==> src/design/pfa_find_zero.sv <==
// Finds the lowest clear bit of one bitmap row; this is the unit the scan reuses.
// Depends on nothing but its parameter.
module pfa_find_zero #(
  parameter int ROW_W = 64
) (
  input  logic [ROW_W-1:0]         row,
  output logic                     found,
  output logic [$clog2(ROW_W)-1:0] idx
);

  localparam int BW = $clog2(ROW_W);

  logic [ROW_W-1:0] oh;

  // Adding one carries through the low ones and lands on the lowest zero.
  assign oh    = ~row & (row + ROW_W'(1));
  assign found = ~&row;

  always_comb begin
    idx = '0;
    for (int b = 0; b < ROW_W; b++) begin
      if (oh[b]) begin
        idx = idx | BW'(b);
      end
    end
  end

endmodule

==> config.mk <==
export PLATFORM = sky130hd
export DESIGN_NAME = pfa_find_zero
export DESIGN_NICKNAME = d
export VERILOG_FILES = /design/src/design/pfa_find_zero.sv
export SDC_FILE = /design/constraint.sdc
export NUM_CORES = 1
export LEC_CHECK = 0
export ABC_AREA = 1
export CAP_MARGIN = 10
export CELL_PAD_IN_SITES_DETAIL_PLACEMENT = 1
export CELL_PAD_IN_SITES_GLOBAL_PLACEMENT = 1
export CORE_AREA = 2 2 82 84
export DETAILED_ROUTE_END_ITERATION = 6
export DIE_AREA = 0 0 84 86
export DONT_BUFFER_PORTS = 1
export PLACE_DENSITY_LB_ADDON = 0.1
export REMOVE_ABC_BUFFERS = 1
export SYNTH_ARGS = -nofsm -noshare
export SYNTH_HDL_FRONTEND = slang
export SYNTH_SLANG_ARGS = --single-unit
==> constraint.sdc <==
create_clock -name vclk -period 1.86
set_input_delay 0.372 -clock vclk [all_inputs]
set_output_delay 0.372 -clock vclk [all_outputs]
set_load 0.02 [all_outputs]
==> impl_metrics.py <==
metrics = {
    "critical_path": {
        "cp_common_cell": "nand2_1",
        "cp.arrival_ns": 1.75,
        "crit_family": "simple AND/OR/NAND/NOR gates",
        "crit_path_end_kind": "output port",
        "path_class": "primary input to output port",
        "worstSetupStartpointType": "primary input",
        "slowest_delay_ns": 0.20,
        "worst-path-max-fanout": 5,
        "worstPathRequired_ns": 1.49,
        "path_cells": "nand2_8 > nor2_8 > nand2_4 > nor2_4 > buf_4 > buf_6 > nand2_1 > nor2_2 > nand2_1 > nand4_1 > nor2_1 > nand3_2",
        "cp_num_buf_inv": 2,
        "crit_slowest_cell": "nor2_4",
        "worst-path-stages": 12,
    },
    "finish": {
        "fill_cells": 917,
        "stdcell_count": 674,
        "areaGrowthSynthToFinish_pct": 53.35,
        "design_area_sq_um": 3575,
        "drive_gt1_frac": 0.3719,
        "nets": 663,
        "regArea_sq_um": 0,
        "diodes": 0,
        "seq_cell_count": 0,
        "multi_input_area_sq_um": 2531,
        "num-clock-buffers": 0,
    },
    "timing": {
        "worst_slew_pin_slew_ns": 0.4494,
        "period_minus_slack_ns": 2.120,
        "fmax_mhz": 471.7,
        "setup_ws_ns": -0.2598,
        "final_max_slew_viol_count": 0,
        "setup_viol": 7,
        "period_share": 1.140,
        "hold_viol": 0,
        "rsz0062_at_grt": "true",
        "hold_slack_ns": 1.013,
        "maxSlewHeadroom": 0.6981,
    },
    "power_and_ir_drop": {
        "power.leakage_nw": 1.794,
        "ir_drop_mv": 0.05895,
        "powerDensity_nw_per_um2": 69.72,
    },
    "synth": {
        "yosysSeqAreaShare": 0,
        "netlist_top_cells_count": "164 x nand2_1, 121 x nor2_1, 72 x inv_1, 49 x nand3_1, 24 x nand4_1",
        "synth_largest_area_cell": "nand2_1",
        "syn-cell-area_sq_um": 2331,
        "synthCells": 516,
        "avgSynthCellArea_sq_um": 4.517,
        "ys_warn_count": 0,
        "yosysMostFrequentCell": "nand2_1",
        "yosys.cell_types.count": 23,
        "yosysTopAreaCellShare": 0.2641,
        "yosys-top-cells-area": "nand2_1 26%, nor2_1 19%, inv_1 12%",
    },
    "drt": {
        "firstDrtPassIters": 5,
        "routed-wl-met2_microns": 6095,
        "wl_met3_microns": 1118,
        "avgRoutedWirePerCell_microns": 19.58,
        "met1_length_microns": 5770,
        "viasPerCell": 5.715,
        "wl_microns": 13200,
        "route.detailed.drc": 0,
        "drt_iter0_markers": 288,
        "dr_total_vias": 3852,
        "maxUsedRoutingLayer": "met4",
        "antenna_left": 0,
    },
    "grt": {
        "grt_usage": 0.3380,
        "antenna_found_initial": 0,
        "grt_pass1_wl_microns": 19510,
        "grt_max_degree": 9,
        "grt_pass1_vias": 3799,
        "grt.overflow.total": 0,
    },
    "die": {
        "die_w_microns": 84,
        "io_pins": 71,
        "rows": 29,
        "die_h_microns": 86,
        "core_sq_um": 6277,
        "dieArea_sq_um": 7224,
        "start_util": 0.3713,
    },
    "placement": {
        "dp_hpwl_microns": 10400,
        "routabilityCongestion": 0.9702,
        "place_area_sq_um": 2940,
        "port_buffers": 0,
        "place_inst": 658,
    },
    "min_path": {
        "min_path_type": "primary input to output port",
        "holdPathEnd": "found",
        "hp-start": "row[48]",
        "hold_path_depth": 2,
    },
    "outcome": {
        "violations": "setup timing",
        "outcome": "complete, but fails checks",
    },
    "clock_network": {
        "hold_buffers": 0,
    },
    "flow_run": {
        "drv_cap": 0,
    },
}
## cell families (layout without fill, tap and decap cells)
kind of cell | after synthesis | in the layout | synth area share
compound gates | 14 | 14 | 0.03650
simple gates | 426 | 426 | 0.8411
buf+inv | 76 | 157 | 0.1224
## repair_timing
| action | 4_1_cts | 5_1_grt |
|---|---|---|
| pin swaps | 36 | 41 |
| setup buffers | 10 | 6 |
| endpoints found under the setup margin | 7 | 7 |
| resized for setup | 93 | 53 |
## final cells by class
cell class	instances	share of cell area
tap	77	0.02695
multi-input combinational	440	0.7081
inverter	76	0.08050
timing repair buffer	81	0.1845
## through the flow
| step | utilization | power (W) | setup slack (ns) | TNS, ns |
|---|---|---|---|---|
| 6_report | 0.5695 | 0.0002492 | -0.2598 | -1.556 |
| 3_5_place_dp | 0.4684 | 0.0001961 | -0.4409 | -2.861 |
| 4_1_cts | 0.5340 | 0.0002225 | -0.2497 | -1.381 |
| 3_3_place_gp | 0.4684 | 0.0001902 | -0.4300 | -2.613 |
| 5_1_grt | 0.5695 | 0.0002692 | -0.3027 | -2.031 |
| 2_1_floorplan | - | 0.0001216 | -0.1284 | -0.4349 |
## layout by cell type (no fill, tap or decap)
cell type and n:
nor4_1 1, inv_4 1, o21ai_4 1, nand2_4 9, o211ai_1 5, nand3_4 2, and2_1 2, or4_4 1
nand2_2 34, nand4_1 24, nand2_1 132, nand3b_1 6, nor2_8 2, nor4_2 1, inv_2 6, nand3_2 13
nor2_2 36, nor3_1 18, nand2_8 3, buf_6 7, o21ai_0 3, buf_12 2, nor2_4 24, nor3_2 4
buf_4 72, o21a_1 1, nor3b_1 3, a21oi_2 2, nor2_1 73, inv_1 69, or2_2 2, a21oi_1 2
nand3_1 36
## where the power goes
group / switching (W) / leakage (nW) / internal (W)
logic: 0.000154 / 1.79 / 0.0000957
registers: 0 / 0 / 0
clock network: 0 / 0 / 0
## worst max-delay path by stage
stage | start | slack [ns] | end
6_report | row[1] | -0.26 | idx[2]
5_1_grt | row[17] | -0.30 | idx[5]
4_1_cts | row[3] | -0.25 | found
3_5_place_dp | row[18] | -0.44 | idx[3]
3_3_place_gp | row[18] | -0.43 | idx[0]
2_1_floorplan | row[1] | -0.13 | found
## per-layer routing
layer	up-vias	track usage
met2	194	0.5695
met3	21	0.02887
met1	1832	0.4860
met5	-	0
li1	1805	-
met4	0	0.03372
Power figures use the tool's default switching activity.
